$ cat src/sv/lavm_pkg.sv
// lavm_pkg: types, constants and small helpers for the look-at matrix core
// no dependencies
`default_nettype none

package lavm_pkg;

  localparam int unsigned QW = 32;
  localparam logic signed [QW-1:0] ONE_Q = 32'sd65536;

  // configuration register indexes
  localparam logic [1:0] REG_UP_X = 2'd0;
  localparam logic [1:0] REG_UP_Y = 2'd1;
  localparam logic [1:0] REG_UP_Z = 2'd2;

  localparam logic OP_VIEW  = 1'b0;
  localparam logic OP_WORLD = 1'b1;

  typedef struct packed {
    logic              op;
    logic signed [31:0] pos_x;
    logic signed [31:0] pos_y;
    logic signed [31:0] pos_z;
    logic signed [31:0] target_x;
    logic signed [31:0] target_y;
    logic signed [31:0] target_z;
  } in_item_t;

  typedef struct packed {
    logic [1:0]         row_index;
    logic signed [31:0] col0;
    logic signed [31:0] col1;
    logic signed [31:0] col2;
    logic signed [31:0] col3;
    logic               degenerate;
    logic               last_row;
  } out_item_t;

  // queued job between front and back
  typedef struct packed {
    logic               op;
    logic signed [31:0] px;
    logic signed [31:0] py;
    logic signed [31:0] pz;
    logic signed [32:0] dx;
    logic signed [32:0] dy;
    logic signed [32:0] dz;
  } job_t;

  // saturate a 66 bit value into 32 bits
  function automatic logic signed [31:0] sat32(input logic signed [65:0] v);
    logic signed [31:0] r;
    if (v > 66'sd2147483647) r = 32'sh7fffffff;
    else if (v < -66'sd2147483648) r = 32'sh80000000;
    else r = v[31:0];
    return r;
  endfunction

endpackage

`default_nettype wire

$ cat src/sv/lavm_front.sv
// lavm_front: accepts items, forms pos - target, holds a two-entry job queue
// depends on lavm_pkg
`default_nettype none

module lavm_front import lavm_pkg::*; (
  input  wire logic     clk_i,
  input  wire logic     rst_ni,
  input  wire logic     in_valid_i,
  output logic          in_stall_o,
  input  wire in_item_t in_data_i,
  output logic          job_valid_o,
  input  wire logic     job_take_i,
  output job_t          job_o
);

  job_t       q_q [2];
  logic [1:0] cnt_q, cnt_d;
  logic       rd_q, wr_q;
  logic       push, pop;
  job_t       nj;

  assign in_stall_o  = (cnt_q == 2'd2);
  assign push        = in_valid_i && !in_stall_o;
  assign pop         = job_take_i && job_valid_o;
  assign job_valid_o = (cnt_q != 2'd0);
  assign job_o       = q_q[rd_q];

  // classify: keep op, position and exact difference
  always_comb begin
    nj.op = in_data_i.op;
    nj.px = in_data_i.pos_x;
    nj.py = in_data_i.pos_y;
    nj.pz = in_data_i.pos_z;
    nj.dx = 33'(in_data_i.pos_x) - 33'(in_data_i.target_x);
    nj.dy = 33'(in_data_i.pos_y) - 33'(in_data_i.target_y);
    nj.dz = 33'(in_data_i.pos_z) - 33'(in_data_i.target_z);
    cnt_d = cnt_q + {1'b0, push} - {1'b0, pop};
  end

  always_ff @(posedge clk_i or negedge rst_ni) begin
    if (!rst_ni) begin
      cnt_q <= '0;
      rd_q  <= 1'b0;
      wr_q  <= 1'b0;
    end else begin
      cnt_q <= cnt_d;
      if (push) wr_q <= !wr_q;
      if (pop) rd_q <= !rd_q;
    end
  end

  always_ff @(posedge clk_i) begin
    if (push) q_q[wr_q] <= nj;
  end

endmodule

`default_nettype wire

$ cat config.mk
export PLATFORM = sky130hd
export DESIGN_NAME = lavm_front
export DESIGN_NICKNAME = d
export VERILOG_FILES = /design/src/sv/lavm_pkg.sv /design/src/sv/lavm_front.sv
export SDC_FILE = /design/constraint.sdc
export NUM_CORES = 1
export LEC_CHECK = 0
export BUFFER_PORTS_ARGS = -buffer_cell sky130_fd_sc_hd__buf_2
export CAP_MARGIN = 20
export CORE_MARGIN = 10
export CORE_UTILIZATION = 50
export DETAILED_ROUTE_END_ITERATION = 7
export PLACE_DENSITY = 0.71
export SETUP_SLACK_MARGIN = 0.05
export SLEW_MARGIN = 20
export SYNTH_ARGS = -nofsm -noshare
export SYNTH_HDL_FRONTEND = slang
export SYNTH_SLANG_ARGS = --single-unit
$ cat constraint.sdc
create_clock -name clk_i -period 13.1 [get_ports clk_i]
set_input_delay 0.655 -clock clk_i [delete_from_list [all_inputs] [get_ports clk_i]]
set_output_delay 0.655 -clock clk_i [all_outputs]
set_load 0.03 [all_outputs]
==> flow_metrics.env, run 1 <==
export IMPL_cts_num_sinks=396
export IMPL_yosys_area_top_type="sky130_fd_sc_hd__edfxtp_1"
export IMPL_place_gp_congestion=0.912
export IMPL_final_max_slew_viol_count=0
export IMPL_die_width_um=219
export IMPL_finish_utilization=0.612
export IMPL_skew_ps=9.86
export IMPL_endpoint_kind="output port"
export IMPL_synth_yosys_warnings=0
export IMPL_slew_limit_headroom=0.301
export IMPL_cts_path_max_buffers=3
export IMPL_design_area_mm2=0.0238
export IMPL_vias=12965
export IMPL_clk_root_buffer_cell="sky130_fd_sc_hd__clkbuf_16"
export IMPL_timing_final_ws_setup_ps=9140
export IMPL_result_of_the_run="finished clean"
export IMPL_cts_hold_repair_buffers=1
export IMPL_synth_enable_flop_cells=392
export IMPL_crit_fanout=73
export IMPL_gr_total_overflow=0
export IMPL_post_synth_instance_area_mm2=0.0198
export IMPL_synth_ff_latch_count=396
export IMPL_asyncSetResetFlopFracSynth=0.0101
export IMPL_io_pin_count=395
export IMPL_mean_syn_cell_area_um2=13.8
export IMPL_report_final_hold_viol_count=0
export IMPL_clk_transition_reported_paths_ps=60
export IMPL_report_power_total_w=0.00504
export IMPL_synth_simple_area_share=0.0570
export IMPL_drc=0
export IMPL_route_antenna_remaining_nets=0
export IMPL_average_vias_per_placed_instance=5.38
export IMPL_final_setup_violating_endpoints=0
export IMPL_max_freq_ghz=0.253
export IMPL_timing_worst_setup_path_type="reg2out"
export IMPL_largest_net_degree_at_the_start_of_global_routing=129
export IMPL_cellLeakagePower_nw=9.69
export IMPL_flow_area_growth_from_synthesis_pct=20.2
export IMPL_vdd_ir_drop_max_uv=194
export IMPL_h_tree_depth=2
export IMPL_grt_setup_unrepaired="no"
export IMPL_layout_area_seq_mm2=0.0119
export IMPL_synth_nets=1735
export IMPL_required_ps=12440
export IMPL_initial_antenna_violation_count=14
export IMPL_setup_tns_final_ps=0
export IMPL_tightest_slew_ps=1050
export IMPL_synth_xor_xnor_area_share=0.0385
export IMPL_port_buffers=394
export IMPL_place_area_mm2=0.0224
export IMPL_design_die_area_mm2=0.0480
export IMPL_synth_adder_area_share=0.0649
export IMPL_worst_ep_arrival_time_ps=3300
export IMPL_yosys_cell_count_top_type="sky130_fd_sc_hd__edfxtp_1"
export IMPL_drt_total_wl_um=48800
export IMPL_layout_min_cycle_time_ps=3960
export IMPL_initial_utilization=0.509
export IMPL_standard_cell_rows=72
export IMPL_tritoncts_num_buffers=44
export IMPL_worstHoldPathType="in2reg"
export IMPL_synthDistinctLibCells=81
export IMPL_dominant_combinational_cell_family_by_area_after_synthesis="multiplexers"
export IMPL_synth_area_leaders="sky130_fd_sc_hd__edfxtp_1 59%, sky130_fd_sc_hd__mux2_2 11%, sky130_fd_sc_hd__ha_1 6.2%"
export IMPL_synth_compound_area_share=0.0961
export IMPL_finish_net_count=2145
export IMPL_routed_wire_length_per_instance_um=20.3
export IMPL_total_area_of_multi_input_combinational_cells_mm2=0.00732
export IMPL_dpl_worst_slack_ps=9700
export IMPL_synth_yosys_seq_area_share=0.599
export IMPL_globalRouteTotalUtil=0.198
export IMPL_clk_latency_worst_skew_pair_ps=580
export IMPL_cap_viol_max_count=0
export IMPL_most_frequent_cells_after_synthesis="392 x sky130_fd_sc_hd__edfxtp_1, 196 x sky130_fd_sc_hd__mux2_2, 128 x sky130_fd_sc_hd__inv_1"
export IMPL_tritoncts="done"
export IMPL_drive_gt1_frac=0.369
export IMPL_cts_repair_resize_count=0
export IMPL_synth_top_flop_cell="sky130_fd_sc_hd__edfxtp_1"
export IMPL_synthDominantCellAreaShare=0.594
export IMPL_fp_dieH_um=219
export IMPL_first_pass_iters=6
export IMPL_fillers=3152
export IMPL_layout_worst_path_cycle_share=0.302
export IMPL_syn_instance_count=1437
export IMPL_dpl_hpwl_um=35600
export IMPL_grt_first_pass_wirelength_um=74600
export IMPL_core_area_mm2=0.0389
export IMPL_postCtsSetupBuffers=0
export IMPL_first_iter_violations=956
export IMPL_p_per_area_mw_per_mm2=212
export IMPL_critical_path_startpoint_category="register"
export IMPL_first_global_vias=13369
export IMPL_synth_mux_area_fraction=0.112
==> worst max-delay path: stages, from the launching register on <==
cell                      delay, ps
sky130_fd_sc_hd__dfrtp_4       1040
sky130_fd_sc_hd__buf_4          910
sky130_fd_sc_hd__mux2_2         450
sky130_fd_sc_hd__buf_2          190
==> where the power goes <==
| group | internal [W] | total [W] | leakage, nW | switching, W |
|---|---|---|---|---|
| Clock | 0.000703 | 0.00120 | 0.680 | 0.000500 |
| Combinational | 0.000648 | 0.00195 | 5.32 | 0.00130 |
| Sequential | 0.00179 | 0.00189 | 3.69 | 0.000103 |
| Total | 0.00314 | 0.00504 | 9.69 | 0.00190 |
==> layout by cell type, fill, tap and decap left out, drive strengths merged, types with 11 or more instances in the layout <==
cell type  Yosys  layout
buf            3     400
edfxtp       392     392
mux2         196     196
inv          128     128
ha            98      98
a21oi         82      82
nand2         70      70
xnor2         57      57
clkbuf        34      54
o21ai         50      50
nor2          44      44
a21o          40      40
xor2          30      30
nand3         26      26
clkinv         0      21
a31oi         16      16
o21bai        13      13
nand2b        11      11
nor2b         11      11
o21a          11      11
and3          11      11
==> kinds of logic after synthesis <==
| family | count (synthesis) |
|---|---|
| AND/OR/NAND/NOR | 224 |
| buffers and inverters | 165 |
| XOR/XNOR | 87 |
| adder cells (fa/ha/maj) | 101 |
| multiplexers | 198 |
| AO/OA/AOI/OAI | 266 |
| flip-flops | 396 |
==> final cells by class <==
type / instances / share of cell area
sequential: 396 / 0.499
multi-input combinational: 876 / 0.307
timing repair buffer: 401 / 0.0857
clock buffer: 54 / 0.0496
tap: 518 / 0.0272
inverter: 128 / 0.0202
clock inverter: 28 / 0.0101
antenna: 8 / 0.000841
==> worst paths after layout <==
path	start	to	slack, ps	cells past startpoint
max in group asynchronous	rst_ni	rd_q	12500	2
worst min-delay path	in_data_i[192]	q_q[1][195]	260	1
min in group asynchronous	rst_ni	rd_q	470	2
worst max-delay path	rd_q	job_o[84]	9140	3
worst min register to register	cnt_q[1]	cnt_q[1]	490	1
worst max register to register	cnt_q[1]	q_q[1][169]	10340	3
==> through the flow <==
step	hold WS [ps]	cells
after global placement	463	2318
after CTS	229	2401
after global routing	232	2404
final	262	2409
after detailed placement	466	2318
after floorplan	359	1437
==> registers in the layout, indices dropped and copies added (netlist names) <==
| signal | count |
|---|---|
| q_q | 392 |
| cnt_q | 2 |
| rd_q | 1 |
| wr_q | 1 |
==> layer usage <==
layer	vias up	GRT usage	part of all wire
met4	10	0.0699	0.028
met1	6233	0.238	0.40
met2	419	0.328	0.49
met3	84	0.0671	0.087
li1	6219	-	-
met5	-	0	0.0012
No activity file was read; power rests on OpenSTA's default activity.
==> run 2: changes to the inputs <==
ABC_AREA = 1   (was default)
PLACE_DENSITY = 0.7   (was 0.71)
clock period = 3.7 ns   (was 13.1 ns; I/O delays follow)
==> flow_metrics.env, run 2 <==
export IMPL_flow_area_growth_from_synthesis_pct=23.2
export IMPL_initial_utilization=0.509
export IMPL_h_tree_depth=2
export IMPL_cts_hold_repair_buffers=102
export IMPL_p_int_w=0.0109
export IMPL_clk_latency_worst_skew_pair_ps=580
export IMPL_drt_total_wl_um=63200
export IMPL_worst_hold_path_cell_count=3
export IMPL_grt_first_pass_wirelength_um=98900
export IMPL_max_freq_ghz=0.386
export IMPL_tightest_slew_ps=976
export IMPL_layout_worst_path_cycle_share=0.700
export IMPL_r2r_worst_path_cells=4
export IMPL_seq_power_share=0.343
export IMPL_dpl_hpwl_um=45800
export IMPL_cellLeakagePower_nw=14.3
export IMPL_dominant_combinational_cell_family_by_area_after_synthesis="simple AND/OR/NAND/NOR gates"
export IMPL_port_buffers=394
export IMPL_largest_net_degree_at_the_start_of_global_routing=197
export IMPL_design_die_area_mm2=0.0530
export IMPL_tritoncts="done"
export IMPL_grt_setup_unrepaired="no"
export IMPL_synthDistinctLibCells=26
export IMPL_timing_worst_setup_path_type="reg2out"
export IMPL_place_gp_congestion=0.931
export IMPL_post_synth_instance_area_mm2=0.0221
export IMPL_synth_nets=3015
export IMPL_hold_end="q_q[1][0]"
export IMPL_slew_limit_headroom=0.349
export IMPL_vias=18753
export IMPL_required_ps=3510
export IMPL_power_switching_w=0.00822
export IMPL_mostFrequentLayoutCell="sky130_fd_sc_hd__nand2_1"
export IMPL_p_per_area_mw_per_mm2=703
export IMPL_route_antenna_remaining_nets=0
export IMPL_cts_path_max_buffers=3
export IMPL_synth_yosys_seq_area_share=0.538
export IMPL_drc=0
export IMPL_endpoint_kind="output port"
export IMPL_timing_hold_worst_start="in_data_i[0]"
export IMPL_first_global_vias=18409
export IMPL_most_frequent_cells_after_synthesis="1,339 x sky130_fd_sc_hd__nand2_1, 479 x sky130_fd_sc_hd__inv_1, 392 x sky130_fd_sc_hd__edfxtp_1"
export IMPL_result_of_the_run="finished clean"
export IMPL_combinationalPowerShare=0.430
export IMPL_routed_wire_length_per_instance_um=16.4
export IMPL_drive_gt1_frac=0.151
export IMPL_synth_adder_area_share=0.0582
export IMPL_cts_repair_resize_count=0
export IMPL_first_pass_iters=5
export IMPL_fp_dieH_um=230
export IMPL_sw_frac_of_total=0.430
export IMPL_yosys_area_top_type="sky130_fd_sc_hd__edfxtp_1"
export IMPL_clk_transition_reported_paths_ps=60
export IMPL_initial_antenna_violation_count=2
export IMPL_synth_ff_latch_count=396
export IMPL_register_to_register_path_setup_slack_ps=1810
export IMPL_globalRouteTotalUtil=0.232
export IMPL_synth_simple_area_share=0.277
export IMPL_first_iter_violations=1286
export IMPL_syn_instance_count=2717
export IMPL_worstHoldPathType="in2reg"
export IMPL_cts_num_sinks=396
export IMPL_synth_xor_xnor_area_share=0.0194
export IMPL_layout_top_registers="q_q: 392 flops, cnt_q: 2 flops"
export IMPL_core_area_mm2=0.0434
export IMPL_standard_cell_rows=76
export IMPL_yosys_cell_count_top_type="sky130_fd_sc_hd__nand2_1"
export IMPL_final_cell_mix="1,339 x sky130_fd_sc_hd__nand2_1, 478 x sky130_fd_sc_hd__inv_1, 394 x sky130_fd_sc_hd__buf_2"
export IMPL_skew_ps=18.9
export IMPL_finish_net_count=3521
export IMPL_largest_register_ff_count=392
export IMPL_clk_root_buffer_cell="sky130_fd_sc_hd__clkbuf_16"
export IMPL_rr_startpoint="cnt_q[1]"
export IMPL_asyncSetResetFlopFracSynth=0.0101
export IMPL_dpl_worst_slack_ps=1550
export IMPL_tritoncts_num_buffers=43
export IMPL_mean_syn_cell_area_um2=8.13
export IMPL_average_vias_per_placed_instance=4.88
export IMPL_final_setup_violating_endpoints=0
export IMPL_reg2reg_to="q_q[1][105]"
export IMPL_postCtsSetupBuffers=0
export IMPL_cap_viol_max_count=0
export IMPL_synth_area_leaders="sky130_fd_sc_hd__edfxtp_1 53%, sky130_fd_sc_hd__nand2_1 23%, sky130_fd_sc_hd__inv_1 8.1%"
export IMPL_report_final_hold_viol_count=0
export IMPL_synth_top_flop_cell="sky130_fd_sc_hd__edfxtp_1"
export IMPL_setup_tns_final_ps=0
export IMPL_timing_final_ws_setup_ps=1110
export IMPL_layout_min_cycle_time_ps=2590
export IMPL_share_clk_of_total_power=0.227
export IMPL_critical_path_startpoint_category="register"
export IMPL_synth_compound_area_share=0.0165
export IMPL_die_width_um=230
export IMPL_synthDominantCellAreaShare=0.533
export IMPL_gr_total_overflow=0
export IMPL_crit_fanout=53
export IMPL_synth_enable_flop_cells=392
export IMPL_regMostFlops="q_q"
export IMPL_final_max_slew_viol_count=0
export IMPL_vdd_ir_drop_max_uv=836
export IMPL_io_pin_count=395
export IMPL_report_power_total_w=0.0191
export IMPL_worst_ep_arrival_time_ps=2400
export IMPL_synth_mux_area_fraction=0
export IMPL_synth_yosys_warnings=0
run 2: cell types whose count changed in the layout (fill, tap and decap cells not counted), sizes merged, moves of 12 or more:
cell / change
a31oi: -16
a21o: -37
nand2: +1282
o21ai: -49
mux2: -196
dlygate4sd3: +101
nor2: +83
nand3: +44
inv: +352
a21oi: -20
xor2: +12
xnor2: -50
run 2: metrics by stage:
stage	instances	hold slack, ps	cell area [µm²]	utilization
after floorplan	2717	-111	22100	-
after global placement	3661	-0.222	24800	0.571
after detailed placement	3661	2.07	24800	0.571
after CTS	3839	7.38	27200	0.627
after global routing	3841	29.9	27200	0.627
final	3842	33.6	27200	0.627
run 2: cell families (layout without fill, tap and decap cells):
family / count (synthesis) / count (layout)
buffers and inverters: 525 / 1062
xor gates and xnor gates: 49 / 49
DFF: 396 / 396
and+or+nand+nor: 1577 / 1577
adders and majority gates: 101 / 101
other: 0 / 3
AOI/OAI and AO/OA: 69 / 69
run 2: worst max path at each step:
stage                              start          to  slack, ps
after CTS                           rd_q   job_o[57]       1070
after global routing                rd_q   job_o[63]        950
after detailed placement  in_data_i[160]  q_q[1][98]       1550
final                               rd_q   job_o[57]       1110
after global placement    in_data_i[160]  q_q[0][98]       1590
after floorplan                 cnt_q[1]   q_q[0][0]       -170
run 2: final cells by class:
type	count	area (µm²)
tap	585	732
clock buffer	54	1180
inverter	480	1810
sequential	396	11900
fill	3742	16200
clock inverter	22	234
timing repair buffer	506	3140
multi-input combinational	1796	8230
antenna	3	7.51
run 2: worst max-delay path, cell delays in order, from the launching register on:
cell                      delay (ps)
sky130_fd_sc_hd__dfrtp_4         510
sky130_fd_sc_hd__inv_6           360
sky130_fd_sc_hd__buf_4           480
sky130_fd_sc_hd__nand2_1         100
sky130_fd_sc_hd__nand2_1         130
sky130_fd_sc_hd__buf_2           220
run 2: power by group through the flow:
stage	Sequential [W]	Combinational (W)	Clock, W
floorplan	0.00667	0.00544	0
global placement	0.00660	0.00813	0
detailed placement	0.00664	0.00819	0
CTS	0.00655	0.00831	0.00442
global route	0.00665	0.00890	0.00458
finish	0.00656	0.00823	0.00434
run 2: routing by layer:
metal | share of wire | track usage
met4 | 0.025 | 0.0676
met5 | 0 | 0
met3 | 0.071 | 0.0489
met1 | 0.42 | 0.292
met2 | 0.48 | 0.397
